--- config.mk ---
export PLATFORM = sky130hd
export DESIGN_NAME = sdc_mod_unit
export DESIGN_NICKNAME = d
export VERILOG_FILES = /design/src/rtl/sdc_pkg.sv /design/src/rtl/sdc_mod_unit.sv
export SDC_FILE = /design/constraint.sdc
export NUM_CORES = 1
export LEC_CHECK = 0
export BUFFER_PORTS_ARGS = -buffer_cell sky130_fd_sc_hd__clkbuf_2
export CAP_MARGIN = 10
export CORE_ASPECT_RATIO = 0.9
export CORE_MARGIN = 1.5
export CORE_UTILIZATION = 55
export DETAILED_ROUTE_END_ITERATION = 10
export GPL_TIMING_DRIVEN = 0
export PLACE_DENSITY = 0.85
export SYNTH_ARGS = -nofsm -noshare
export SYNTH_HDL_FRONTEND = slang
export SYNTH_SLANG_ARGS = --single-unit
--- constraint.sdc ---
create_clock -name clk_i -period 3.3 [get_ports clk_i]
set_input_delay 0.66 -clock clk_i [delete_from_list [all_inputs] [get_ports clk_i]]
set_output_delay 0.66 -clock clk_i [all_outputs]
set_load 0.1 [all_outputs]
--- src/rtl/sdc_pkg.sv ---
package sdc_pkg;

  // Largest modulus the histogram can serve.
  localparam int MaxMod = 1024;

  // Field widths.
  localparam int ValW   = 32;
  localparam int CfgModW = 11;
  localparam int TotW   = 48;
  localparam int CntW   = 32;

  // Residue and effective modulus widths follow from MaxMod.
  localparam int ResW   = (MaxMod > 1) ? $clog2(MaxMod) : 1;
  localparam int ModW   = $clog2(MaxMod + 1);
  localparam int StepW  = $clog2(ValW);

  // Register map: word index of the modulus register.
  localparam logic RegModulus = 1'b0;

  // Request to the remainder unit.
  typedef struct packed {
    logic            start;
    logic            neg;
    logic [ValW-1:0] mag;
  } mod_req_t;

  // Answer from the remainder unit.
  typedef struct packed {
    logic            done;
    logic [ResW-1:0] residue;
  } mod_res_t;

endpackage

--- src/rtl/sdc_mod_unit.sv ---
module sdc_mod_unit (
  input  logic                    clk_i,
  input  logic                    rst_ni,
  input  sdc_pkg::mod_req_t       req_i,
  input  logic [sdc_pkg::ModW-1:0] modulus_i,
  output sdc_pkg::mod_res_t       res_o
);

  typedef enum logic [1:0] {
    M_IDLE,
    M_STEP,
    M_FIX
  } mstate_e;

  mstate_e                      state_q;
  logic [sdc_pkg::ValW-1:0]     dvd_q;
  logic [sdc_pkg::ResW-1:0]     rem_q;
  logic [sdc_pkg::StepW-1:0]    cnt_q;
  logic                         neg_q;
  logic                         done_q;
  logic [sdc_pkg::ResW-1:0]     res_q;

  logic [sdc_pkg::ResW:0]       trial;
  logic [sdc_pkg::ResW:0]       mod_ext;
  logic [sdc_pkg::ResW:0]       diff;
  logic [sdc_pkg::ResW-1:0]     rem_d;
  logic [sdc_pkg::ResW-1:0]     fixed;

  // Shared restoring step: shift in one dividend bit, subtract the modulus if it fits.
  always_comb begin
    mod_ext = (sdc_pkg::ResW + 1)'(modulus_i);
    trial   = {rem_q, dvd_q[sdc_pkg::ValW-1]};
    diff    = trial - mod_ext;
    if (trial >= mod_ext) begin
      rem_d = diff[sdc_pkg::ResW-1:0];
    end else begin
      rem_d = trial[sdc_pkg::ResW-1:0];
    end
  end

  // A negative sum maps a nonzero remainder to modulus minus remainder.
  always_comb begin
    logic [sdc_pkg::ResW:0] neg_rem;
    neg_rem = mod_ext - (sdc_pkg::ResW + 1)'(rem_q);
    if (neg_q && (rem_q != '0)) begin
      fixed = neg_rem[sdc_pkg::ResW-1:0];
    end else begin
      fixed = rem_q;
    end
  end

  // Sequencer: one dividend bit per cycle, then the sign correction.
  always_ff @(posedge clk_i or negedge rst_ni) begin
    if (!rst_ni) begin
      state_q <= M_IDLE;
      dvd_q   <= '0;
      rem_q   <= '0;
      cnt_q   <= '0;
      neg_q   <= 1'b0;
      done_q  <= 1'b0;
      res_q   <= '0;
    end else begin
      done_q <= (state_q == M_FIX);
      unique case (state_q)
        M_IDLE: begin
          if (req_i.start) begin
            dvd_q   <= req_i.mag;
            neg_q   <= req_i.neg;
            rem_q   <= '0;
            cnt_q   <= '0;
            state_q <= M_STEP;
          end
        end
        M_STEP: begin
          rem_q <= rem_d;
          dvd_q <= {dvd_q[sdc_pkg::ValW-2:0], 1'b0};
          cnt_q <= cnt_q + 1'b1;
          if (cnt_q == sdc_pkg::StepW'(sdc_pkg::ValW - 1)) begin
            state_q <= M_FIX;
          end
        end
        M_FIX: begin
          res_q   <= fixed;
          state_q <= M_IDLE;
        end
        default: state_q <= M_IDLE;
      endcase
    end
  end

  assign res_o.done    = done_q;
  assign res_o.residue = res_q;

endmodule

==> flow_metrics.env, run 1 <==
export IMPL_synth_area_leader_cell="sky130_fd_sc_hd__dfrtp_1"
export IMPL_clk_pin_slew_ps=70
export IMPL_buffer_ports_inserted=57
export IMPL_globalRoute_totalOverflow=0
export IMPL_layout_min_cycle_time_ps=2439
export IMPL_final_design_area_no_fill_um2=4244
export IMPL_power_density_nw_per_um2=977.2
export IMPL_leakagePower_nw=2.001
export IMPL_library_cell_contributing_the_largest_single_delay_on_the_critical_path="sky130_fd_sc_hd__dfrtp_1"
export IMPL_final_net_count=555
export IMPL_detail_route_vias_per_cell=5.741
export IMPL_die_height_um=80.26
export IMPL_antenna_cells=0
export IMPL_drtIter0Drc=228
export IMPL_cts_tree="yes"
export IMPL_worst_setup_path_type="register to register"
export IMPL_fin_skew_ps=7.507
export IMPL_seq_cells_post_synth=61
export IMPL_routed_len_inst_um=15.48
export IMPL_synthToLayoutAreaGrowth_pct=16.36
export IMPL_place_hpwl_mm=6.480
export IMPL_drc=0
export IMPL_period_share=0.7392
export IMPL_syn_num_nets=487
export IMPL_crit_top_cell="sky130_fd_sc_hd__a21oi_1"
export IMPL_grt_pass1_vias=3008
export IMPL_synth_largest_type_area_fraction=0.4185
export IMPL_fillers=505
export IMPL_synthesis_area_um2=3647
export IMPL_synth_async_reset_ratio=1.000
export IMPL_clock_sinks=61
export IMPL_area_after_dpl_um2=4044
export IMPL_design_core_area_um2=6250
export IMPL_rsz0062_at_grt="no"
export IMPL_design_die_area_um2=7130
export IMPL_postCtsSetupRepairBufs=0
export IMPL_core_rowCount=27
export IMPL_maximum_number_of_pins_on_one_net_before_global_route_repair=62
export IMPL_worst_path_dominant_cell_family="compound AO/OA/AOI/OAI gates"
export IMPL_vias=3307
export IMPL_critPathArrivalTime_ps=2670
export IMPL_synth_yosys_warnings=0
export IMPL_synth_cell_type_count=52
export IMPL_post_synth_inst_count=416
export IMPL_vdd_ir_drop_worst_mv=0.4497
export IMPL_finalSetupViolCount=0
export IMPL_crit_chain="ha_1 -> inv_1 -> fa_1 -> a21o_1 -> a21oi_1 -> a2bb2oi_1 -> a21oi_1 -> mux2i_1 -> a211o_1"
export IMPL_synth_edf_count=0
export IMPL_crit_path_start_kind="register"
export IMPL_critical_path_peak_fanout=6
export IMPL_critical_path_required_ps=3530
export IMPL_final_hold_violation_count=0
export IMPL_finalWeightedCongestion=0.9442
export IMPL_fin_setup_tns_ps=0
export IMPL_route_antenna_remaining_nets=0
export IMPL_fmaxAchievable_mhz=409.9
export IMPL_grt_total_usage=0.2669
export IMPL_ys_seq_area_frac=0.4185
export IMPL_worst_slew_pin_slew_ps=834.4
export IMPL_outcome="complete, no violations"
export IMPL_post_cts_hold_buffer_count=0
export IMPL_timing_hold_worst_class="input pin to asynchronous set/reset pin"
export IMPL_synthesized_area_divided_by_synthesized_cell_count_um2=8.767
export IMPL_clkLatencyLatePin_ps=340
export IMPL_grt_antenna_before_repair=0
export IMPL_clock_tree_htree_level_count=3
export IMPL_synthFlopType="sky130_fd_sc_hd__dfrtp_1"
export IMPL_timing_max_slew_rel_slack=0.4437
export IMPL_max_cap_violations=0
export IMPL_num_io_pins=58
export IMPL_cts_repair_resized=0
export IMPL_final_critical_path_setup_slack_ps=860.6
export IMPL_number_of_iterations_in_the_first_detailed_routing_pass=5
export IMPL_drt_wl_total_mm=8.914
export IMPL_starting_density_of_the_core=0.5836
export IMPL_crit_path_max_cell_delay_ps=470
export IMPL_die_boundary_width_um=88.84
export IMPL_worst_setup_path_end_kind="register"
export IMPL_timing_critical_path_buf_inv=1
export IMPL_cts_root_buf="sky130_fd_sc_hd__clkbuf_8"
export IMPL_grt_first_pass_wirelength_mm=14.21
export IMPL_synth_top_cells_by_area="sky130_fd_sc_hd__dfrtp_1 (42%), sky130_fd_sc_hd__ha_1 (7.5%), sky130_fd_sc_hd__nor2_1 (6.6%)"
export IMPL_final_layout_size_suffix_gt1_frac=0.1738
export IMPL_pre_cts_slack_ps=576.2
export IMPL_max_buffers_root_to_sink=2
export IMPL_tritoncts_buffer_count=9
export IMPL_timing_final_max_slew_violations=0
-- routing by layer --
| layer | GRT usage | wire, um | vias to the layer above | part of all wire |
|---|---|---|---|---|
| met5 | 0 | 0 | - | 0 |
| met4 | 0.08906 | 141 | 0 | 0.016 |
| met3 | 0.07297 | 557 | 15 | 0.062 |
| met2 | 0.4235 | 4221 | 116 | 0.47 |
| met1 | 0.3516 | 3993 | 1559 | 0.45 |
| li1 | - | - | 1617 | - |
-- synth_stat cells, drive strengths merged (4+ instances only) --
master   number
nand2        44
a21o          5
nor2b         4
xnor2         5
o2111ai       4
o22ai        23
xor2          4
o31ai         4
dfrtp        61
a211oi        4
nor2         64
o21ai        30
and2          4
inv          28
a21oi         8
nand3        20
nor3          6
a22oi         8
ha           22
clkbuf       14
buf           5
mux2i        10
o21a          4
-- area by class of cell --
type | count | area (um2) | share of cell area
inverter | 28 | 105.1 | 0.02476
multi-input combinational | 308 | 1932 | 0.4552
clock inverter | 6 | 62.56 | 0.01474
buffer | 19 | 83.83 | 0.01975
timing repair buffer | 57 | 287.8 | 0.06781
tap | 87 | 108.9 | 0.02565
sequential | 61 | 1526 | 0.3597
clock buffer | 10 | 137.6 | 0.03243
-- registers in the layout, indices dropped and copies added (netlist names) --
signal   count
cnt_q        5
neg_q        1
dvd_q       32
done_q       1
res_q       10
rem_q       10
state_q      2
-- report_power, final --
part	switching, mW	total [mW]	internal [mW]	leakage, nW
combinational	1.27	2.14	0.863	1.18
sequential	0.260	1.33	1.07	0.729
clock	0.313	0.679	0.366	0.0943
-- final timing paths --
| kind | startpoint | endpoint | slack (ps) | depth (start not counted) |
|---|---|---|---|---|
| setup / recovery | rem_q[0] | res_q[8] | 860 | 9 |
| hold / removal | rst_ni | rem_q[9] | 440 | 1 |
| setup reg to reg | rem_q[0] | res_q[8] | 860 | 9 |
| hold reg to reg | dvd_q[29] | dvd_q[29] | 480 | 2 |
| max in group asynchronous | rst_ni | done_q | 2320 | 1 |
| min in group clk_i | dvd_q[29] | dvd_q[29] | 480 | 2 |
-- placed cells by master, fill, tap and decap left out, drive strengths merged, types with 5 or more instances in the layout --
cell / instances
nand3: 20
ha: 22
mux2i: 10
a21oi: 8
nand2: 44
dfrtp: 61
a22oi: 8
inv: 28
a21o: 5
xnor2: 5
clkbuf: 81
o22ai: 23
o21ai: 30
nor2: 64
buf: 5
nor3: 6
-- through the flow --
step	cells	power [mW]	hold WS, ps	utilization
after detailed placement	560	3.439	465.8	0.6470
after global routing	576	4.458	505.6	0.6791
after CTS	576	4.136	474.2	0.6791
final	576	4.147	439.1	0.6791
after global placement	560	3.337	459.9	0.6466
after floorplan	416	2.938	364.4	-
-- cell families (layout without fill, tap and decap cells) --
| group | Yosys count | in the layout | synth area share |
|---|---|---|---|
| buf+inv | 47 | 120 | 0.05180 |
| fa+ha+maj | 24 | 24 | 0.08645 |
| mux | 11 | 11 | 0.03053 |
| flops | 61 | 61 | 0.4185 |
| xor+xnor | 9 | 9 | 0.02161 |
| simple gates | 158 | 158 | 0.1894 |
| compound gates | 106 | 106 | 0.2017 |
Note: power is estimated with default switching activity, not from simulation.
==> inputs of run 2 (changes only) <==
CORE_UTILIZATION = 51   (was 55)
PLACE_DENSITY = 0.83   (was 0.85)
clock period = 2.2 ns   (was 3.3 ns; I/O delays follow)
==> flow_metrics.env, run 2 (same netlist as run 1, synthesis figures left out) <==
export IMPL_crit_path_start_kind="register"
export IMPL_worst_setup_path_type="register to register"
export IMPL_place_hpwl_mm=6.607
export IMPL_maximum_number_of_pins_on_one_net_before_global_route_repair=62
export IMPL_layout_min_cycle_time_ps=2218
export IMPL_rsz0062_at_grt="yes"
export IMPL_final_net_count=573
export IMPL_drc=0
export IMPL_r2r_end="rem_q[6]"
export IMPL_crit_chain="buf_4 -> inv_1 -> fa_2 -> nand2b_4 -> a211oi_4 -> o21a_1 -> nor2_1 -> xor2_1 -> o31ai_1"
export IMPL_cts_root_buf="sky130_fd_sc_hd__clkbuf_8"
export IMPL_outcome="finished, violations left"
export IMPL_globalRoute_totalOverflow=0
export IMPL_critical_path_peak_fanout=4
export IMPL_drtIter0Drc=316
export IMPL_worst_slew_pin_slew_ps=821.6
export IMPL_clkLatencyLatePin_ps=340
export IMPL_worst_path_dominant_cell_family="compound AO/OA/AOI/OAI gates"
export IMPL_library_cell_contributing_the_largest_single_delay_on_the_critical_path="sky130_fd_sc_hd__dfrtp_2"
export IMPL_detail_route_vias_per_cell=5.845
export IMPL_clk_pin_slew_ps=80
export IMPL_design_die_area_um2=7668
export IMPL_finalSetupViolCount=1
export IMPL_clock_sinks=61
export IMPL_leakagePower_nw=2.115
export IMPL_routed_len_inst_um=16.57
export IMPL_period_share=1.008
export IMPL_critPathArrivalTime_ps=2440
export IMPL_grt_pass1_vias=3368
export IMPL_r2r_start="rem_q[0]"
export IMPL_final_hold_violation_count=0
export IMPL_clock_tree_htree_level_count=3
export IMPL_timing_hold_worst_class="input pin to asynchronous set/reset pin"
export IMPL_r2r_setup_slk_ps=-20
export IMPL_max_buffers_root_to_sink=2
export IMPL_tritoncts_buffer_count=9
export IMPL_post_place_cells=566
export IMPL_vias=3507
export IMPL_finalWeightedCongestion=0.9802
export IMPL_design_core_area_um2=7003
export IMPL_postLayoutCoreUtil=0.6607
export IMPL_timing_max_slew_rel_slack=0.4523
export IMPL_starting_density_of_the_core=0.5208
export IMPL_die_boundary_width_um=92.14
export IMPL_buffer_ports_inserted=57
export IMPL_largest_register="dvd_q"
export IMPL_cts_tree="yes"
export IMPL_reg_top3="dvd_q: 32 flops, rem_q: 10 flops, res_q: 10 flops"
export IMPL_crit_path_max_cell_delay_ps=420
export IMPL_final_layout_size_suffix_gt1_frac=0.2682
export IMPL_number_of_iterations_in_the_first_detailed_routing_pass=5
export IMPL_worst_setup_path_end_kind="register"
export IMPL_grt_total_usage=0.2600
export IMPL_timing_final_max_slew_violations=0
export IMPL_power_density_nw_per_um2=1511
export IMPL_drt_wl_total_mm=9.944
export IMPL_route_antenna_remaining_nets=0
export IMPL_core_rowCount=29
export IMPL_fmaxAchievable_mhz=450.8
export IMPL_violations="setup timing"
export IMPL_vdd_ir_drop_worst_mv=0.6663
export IMPL_final_cell_count_no_fill=600
export IMPL_antenna_cells=0
export IMPL_mostFrequentLayoutCell="sky130_fd_sc_hd__nor2_1"
export IMPL_max_cap_violations=0
export IMPL_timing_critical_path_buf_inv=2
export IMPL_die_height_um=83.23
export IMPL_num_io_pins=58
export IMPL_r2r_cells=9
export IMPL_grt_antenna_before_repair=0
export IMPL_total_power_mw=6.993
export IMPL_cp_startpoint="rem_q[0]"
export IMPL_synthToLayoutAreaGrowth_pct=26.86
export IMPL_final_critical_path_setup_slack_ps=-18.47
export IMPL_commonest_non_fill_non_tap_cells_in_the_layout="sky130_fd_sc_hd__nor2_1 (64), sky130_fd_sc_hd__clkbuf_2 (56), sky130_fd_sc_hd__dfrtp_1 (55)"
export IMPL_critical_path_required_ps=2420
export IMPL_largest_register_ff_count=32
export IMPL_fin_skew_ps=8.741
export IMPL_grt_first_pass_wirelength_mm=15.86
-- run 2: cell count changes in the layout (fill, tap and decap cells not counted), moves of 6 or more --
cell                      previous run  this run
sky130_fd_sc_hd__dfrtp_2             0         6
sky130_fd_sc_hd__buf_4               1        19
sky130_fd_sc_hd__ha_4                0         9
sky130_fd_sc_hd__ha_1               22        12
sky130_fd_sc_hd__dfrtp_1            61        55
-- run 2: timing repair --
| action | 4_1_cts | 5_1_grt |
|---|---|---|
| gates resized for setup | 20 | 24 |
| pin swaps | 9 | 11 |
| setup buffers | 9 | 9 |
| hold buffers | 0 | 0 |
| setup endpoints to repair | 12 | 11 |
-- run 2: area by class of cell --
class | instances | area [um2]
tap | 93 | 116.4
multi-input combinational | 308 | 2166
clock buffer | 9 | 123.9
timing repair buffer | 75 | 422.9
sequential | 61 | 1534
clock inverter | 7 | 75.07
fill | 549 | 2376
inverter | 28 | 105.1
buffer | 19 | 83.83
-- run 2: through the flow --
| step | setup slack (ps) | setup TNS [ps] | hold slack (ps) | area (um2) |
|---|---|---|---|---|
| after global placement | -248.1 | -2185 | 459.8 | 4053 |
| after detailed placement | -306.4 | -2948 | 467.4 | 4055 |
| final | -18.47 | -18.47 | 216.9 | 4627 |
| after global routing | -112.3 | -237.9 | 288.6 | 4627 |
| after CTS | -9.547 | -9.547 | 245.0 | 4444 |
| after floorplan | 31.20 | 0 | 144.4 | 3651 |
-- run 2: worst max-delay path by stage --
stage                    end  slack (ps)  cells past startpoint
detailed placement  rem_q[0]        -310                      9
CTS                 res_q[7]         -10                      8
global route        rem_q[6]        -110                      9
finish              rem_q[6]         -20                      9
global placement    rem_q[0]        -250                      9
floorplan           res_q[8]          30                     10
-- run 2: routing by layer --
| layer | vias up | global-route usage | routed length (um) |
|---|---|---|---|
| li1 | 1646 | - | - |
| met1 | 1679 | 0.3369 | 4095 |
| met2 | 155 | 0.4316 | 4977 |
| met3 | 27 | 0.04853 | 637 |
| met4 | 0 | 0.09790 | 233 |
| met5 | - | 0 | 0 |
-- run 2: worst register-to-register path, cell delays in order, from the launching register on --
cell and delay [ps]:
sky130_fd_sc_hd__dfrtp_2 420, sky130_fd_sc_hd__buf_4 130, sky130_fd_sc_hd__inv_1 60, sky130_fd_sc_hd__fa_2 380
sky130_fd_sc_hd__nand2b_4 170, sky130_fd_sc_hd__a211oi_4 270, sky130_fd_sc_hd__o21a_1 150, sky130_fd_sc_hd__nor2_1 60
sky130_fd_sc_hd__xor2_1 140, sky130_fd_sc_hd__o31ai_1 310
-- run 2: report_power, final --
group / switching (mW) / internal, mW
registers: 0.427 / 1.62
clock network: 0.495 / 0.529
logic: 2.19 / 1.74
total: 3.11 / 3.88
==> inputs of run 3 (changes only) <==
CELL_PAD_IN_SITES_DETAIL_PLACEMENT = 1   (was unset)
CELL_PAD_IN_SITES_GLOBAL_PLACEMENT = 2   (was unset)
CORE_UTILIZATION = 31   (was 51)
==> flow_metrics.env, run 3 (same netlist as run 1, synthesis figures left out) <==
export IMPL_outcome="finished, violations left"
export IMPL_violations="setup timing"
export IMPL_r2r_setup_slk_ps=-0.4
export IMPL_max_buffers_root_to_sink=2
export IMPL_detail_route_vias_per_cell=5.076
export IMPL_core_rowCount=37
export IMPL_clock_tree_htree_level_count=3
export IMPL_place_hpwl_mm=7.917
export IMPL_rsz0062_at_grt="yes"
export IMPL_routed_len_inst_um=16.37
export IMPL_power_density_nw_per_um2=1545
export IMPL_fin_setup_tns_ps=-0.3633
export IMPL_layout_min_cycle_time_ps=2200
export IMPL_whs_ps=221.3
export IMPL_mostFrequentLayoutCell="sky130_fd_sc_hd__nor2_1"
export IMPL_clock_sinks=61
export IMPL_vdd_ir_drop_worst_mv=0.4272
export IMPL_number_of_iterations_in_the_first_detailed_routing_pass=4
export IMPL_drc=0
export IMPL_final_hold_violation_count=0
export IMPL_timing_final_max_slew_violations=0
export IMPL_total_power_mw=7.276
export IMPL_period_share=1.000
export IMPL_antenna_cells=0
export IMPL_starting_density_of_the_core=0.3190
export IMPL_finalSetupViolCount=1
export IMPL_die_boundary_width_um=117.3
export IMPL_worst_setup_path_type="register to register"
export IMPL_worst_setup_path_end_kind="register"
export IMPL_multi_input_area_um2=2103
export IMPL_tritoncts_buffer_count=9
export IMPL_cts_root_buf="sky130_fd_sc_hd__clkbuf_16"
export IMPL_timing_hold_worst_class="input pin to asynchronous set/reset pin"
export IMPL_commonest_non_fill_non_tap_cells_in_the_layout="sky130_fd_sc_hd__nor2_1 (64), sky130_fd_sc_hd__dfrtp_1 (58), sky130_fd_sc_hd__clkbuf_2 (56)"
export IMPL_reg_top3="dvd_q: 32 flops, rem_q: 10 flops, res_q: 10 flops"
export IMPL_drtIter0Drc=127
export IMPL_max_cap_violations=0
export IMPL_critical_path_required_ps=2390
export IMPL_fillers=1361
export IMPL_vias=3325
export IMPL_critical_path_peak_fanout=6
export IMPL_design_core_area_um2=11430
export IMPL_pre_cts_slack_ps=-347.5
export IMPL_cts_tree="yes"
export IMPL_final_layout_size_suffix_gt1_frac=0.2385
export IMPL_drt_wl_total_mm=10.72
export IMPL_timing_max_slew_rel_slack=0.4145
export IMPL_grt_antenna_before_repair=0
export IMPL_clkLatencyLatePin_ps=330
export IMPL_clk_pin_slew_ps=60
export IMPL_leakagePower_nw=2.126
export IMPL_die_height_um=105.9
export IMPL_crit_path_start_kind="register"
export IMPL_grt_total_usage=0.1776
export IMPL_grt_first_pass_wirelength_mm=17.54
export IMPL_finalWeightedCongestion=0.8608
export IMPL_buffer_ports_inserted=57
export IMPL_fmaxAchievable_mhz=454.5
export IMPL_critPathArrivalTime_ps=2390
export IMPL_final_net_count=565
export IMPL_maximum_number_of_pins_on_one_net_before_global_route_repair=62
export IMPL_globalRoute_totalOverflow=0
export IMPL_ff_latch_area_um2=1530
export IMPL_synthToLayoutAreaGrowth_pct=29.09
export IMPL_largest_register_ff_count=32
export IMPL_grt_pass1_vias=3564
export IMPL_fin_skew_ps=6.656
export IMPL_largest_register="dvd_q"
export IMPL_final_critical_path_setup_slack_ps=-0.3633
export IMPL_design_die_area_um2=12430
export IMPL_num_io_pins=58
export IMPL_route_antenna_remaining_nets=0
export IMPL_worst_slew_pin_slew_ps=878.2
==> run 3: changes by cell type in the layout (fill, tap and decap cells not counted), sizes merged <==
cell,before,now
bufinv,1,2
clkinv,5,2
clkbuf,80,81
buf,23,15
clkinvlp,0,1
==> run 3: metal layers <==
| metal | vias up | track usage | wire length, um |
|---|---|---|---|
| li1 | 1635 | - | - |
| met1 | 1612 | 0.2206 | 4914 |
| met4 | 0 | 0.07143 | 187 |
| met5 | - | 0 | 0 |
| met2 | 62 | 0.3046 | 5196 |
| met3 | 16 | 0.03487 | 422 |
==> run 3: path summary, 6_finish.rpt <==
check / depth (start not counted) / startpoint / endpoint
worst max register to register: 8 / rem_q[0] / rem_q[8]
min in group clk_i: 3 / req_i[32] / neg_q
worst min register to register: 2 / res_q[9] / res_q[9]
max in group asynchronous: 1 / rst_ni / rem_q[3]
worst min-delay path: 1 / rst_ni / rem_q[9]
worst max-delay path: 8 / rem_q[0] / rem_q[8]
==> run 3: area by class of cell <==
type                       count  share of cell area
multi-input combinational    308              0.4467
timing repair buffer          67             0.07972
tap                          156             0.04146
buffer                        19             0.01780
inverter                      28             0.02232
clock buffer                  10             0.04863
sequential                    61              0.3250
clock inverter                 6             0.01834
==> run 3: through the flow <==
step	util	instances	instance area, um2
after floorplan	-	416	3651
after global placement	0.3613	629	4131
after detailed placement	0.3615	629	4134
after CTS	0.4005	650	4579
after global routing	0.4118	655	4708
final	0.4118	655	4708
==> run 3: what timing repair did <==
item / CTS / global route
hold buffers: 0 / 0
setup buffers: 5 / 5
endpoints found under the setup margin: 12 / 13
pin swaps: 5 / 5
gates resized for setup: 14 / 17
==> run 3: critical path, cell delays in order (launching register included) <==
cell,delay (ps)
sky130_fd_sc_hd__dfrtp_2,450
sky130_fd_sc_hd__ha_1,310
sky130_fd_sc_hd__nor2b_2,180
sky130_fd_sc_hd__o31ai_2,250
sky130_fd_sc_hd__a21oi_2,150
sky130_fd_sc_hd__a221o_1,330
sky130_fd_sc_hd__buf_6,150
sky130_fd_sc_hd__mux2i_1,160
sky130_fd_sc_hd__o21ai_1,70
==> run 3: power breakdown <==
part | internal (mW) | switching (mW)
Sequential | 1.61 | 0.416
Combinational | 1.62 | 2.11
Clock | 0.991 | 0.524
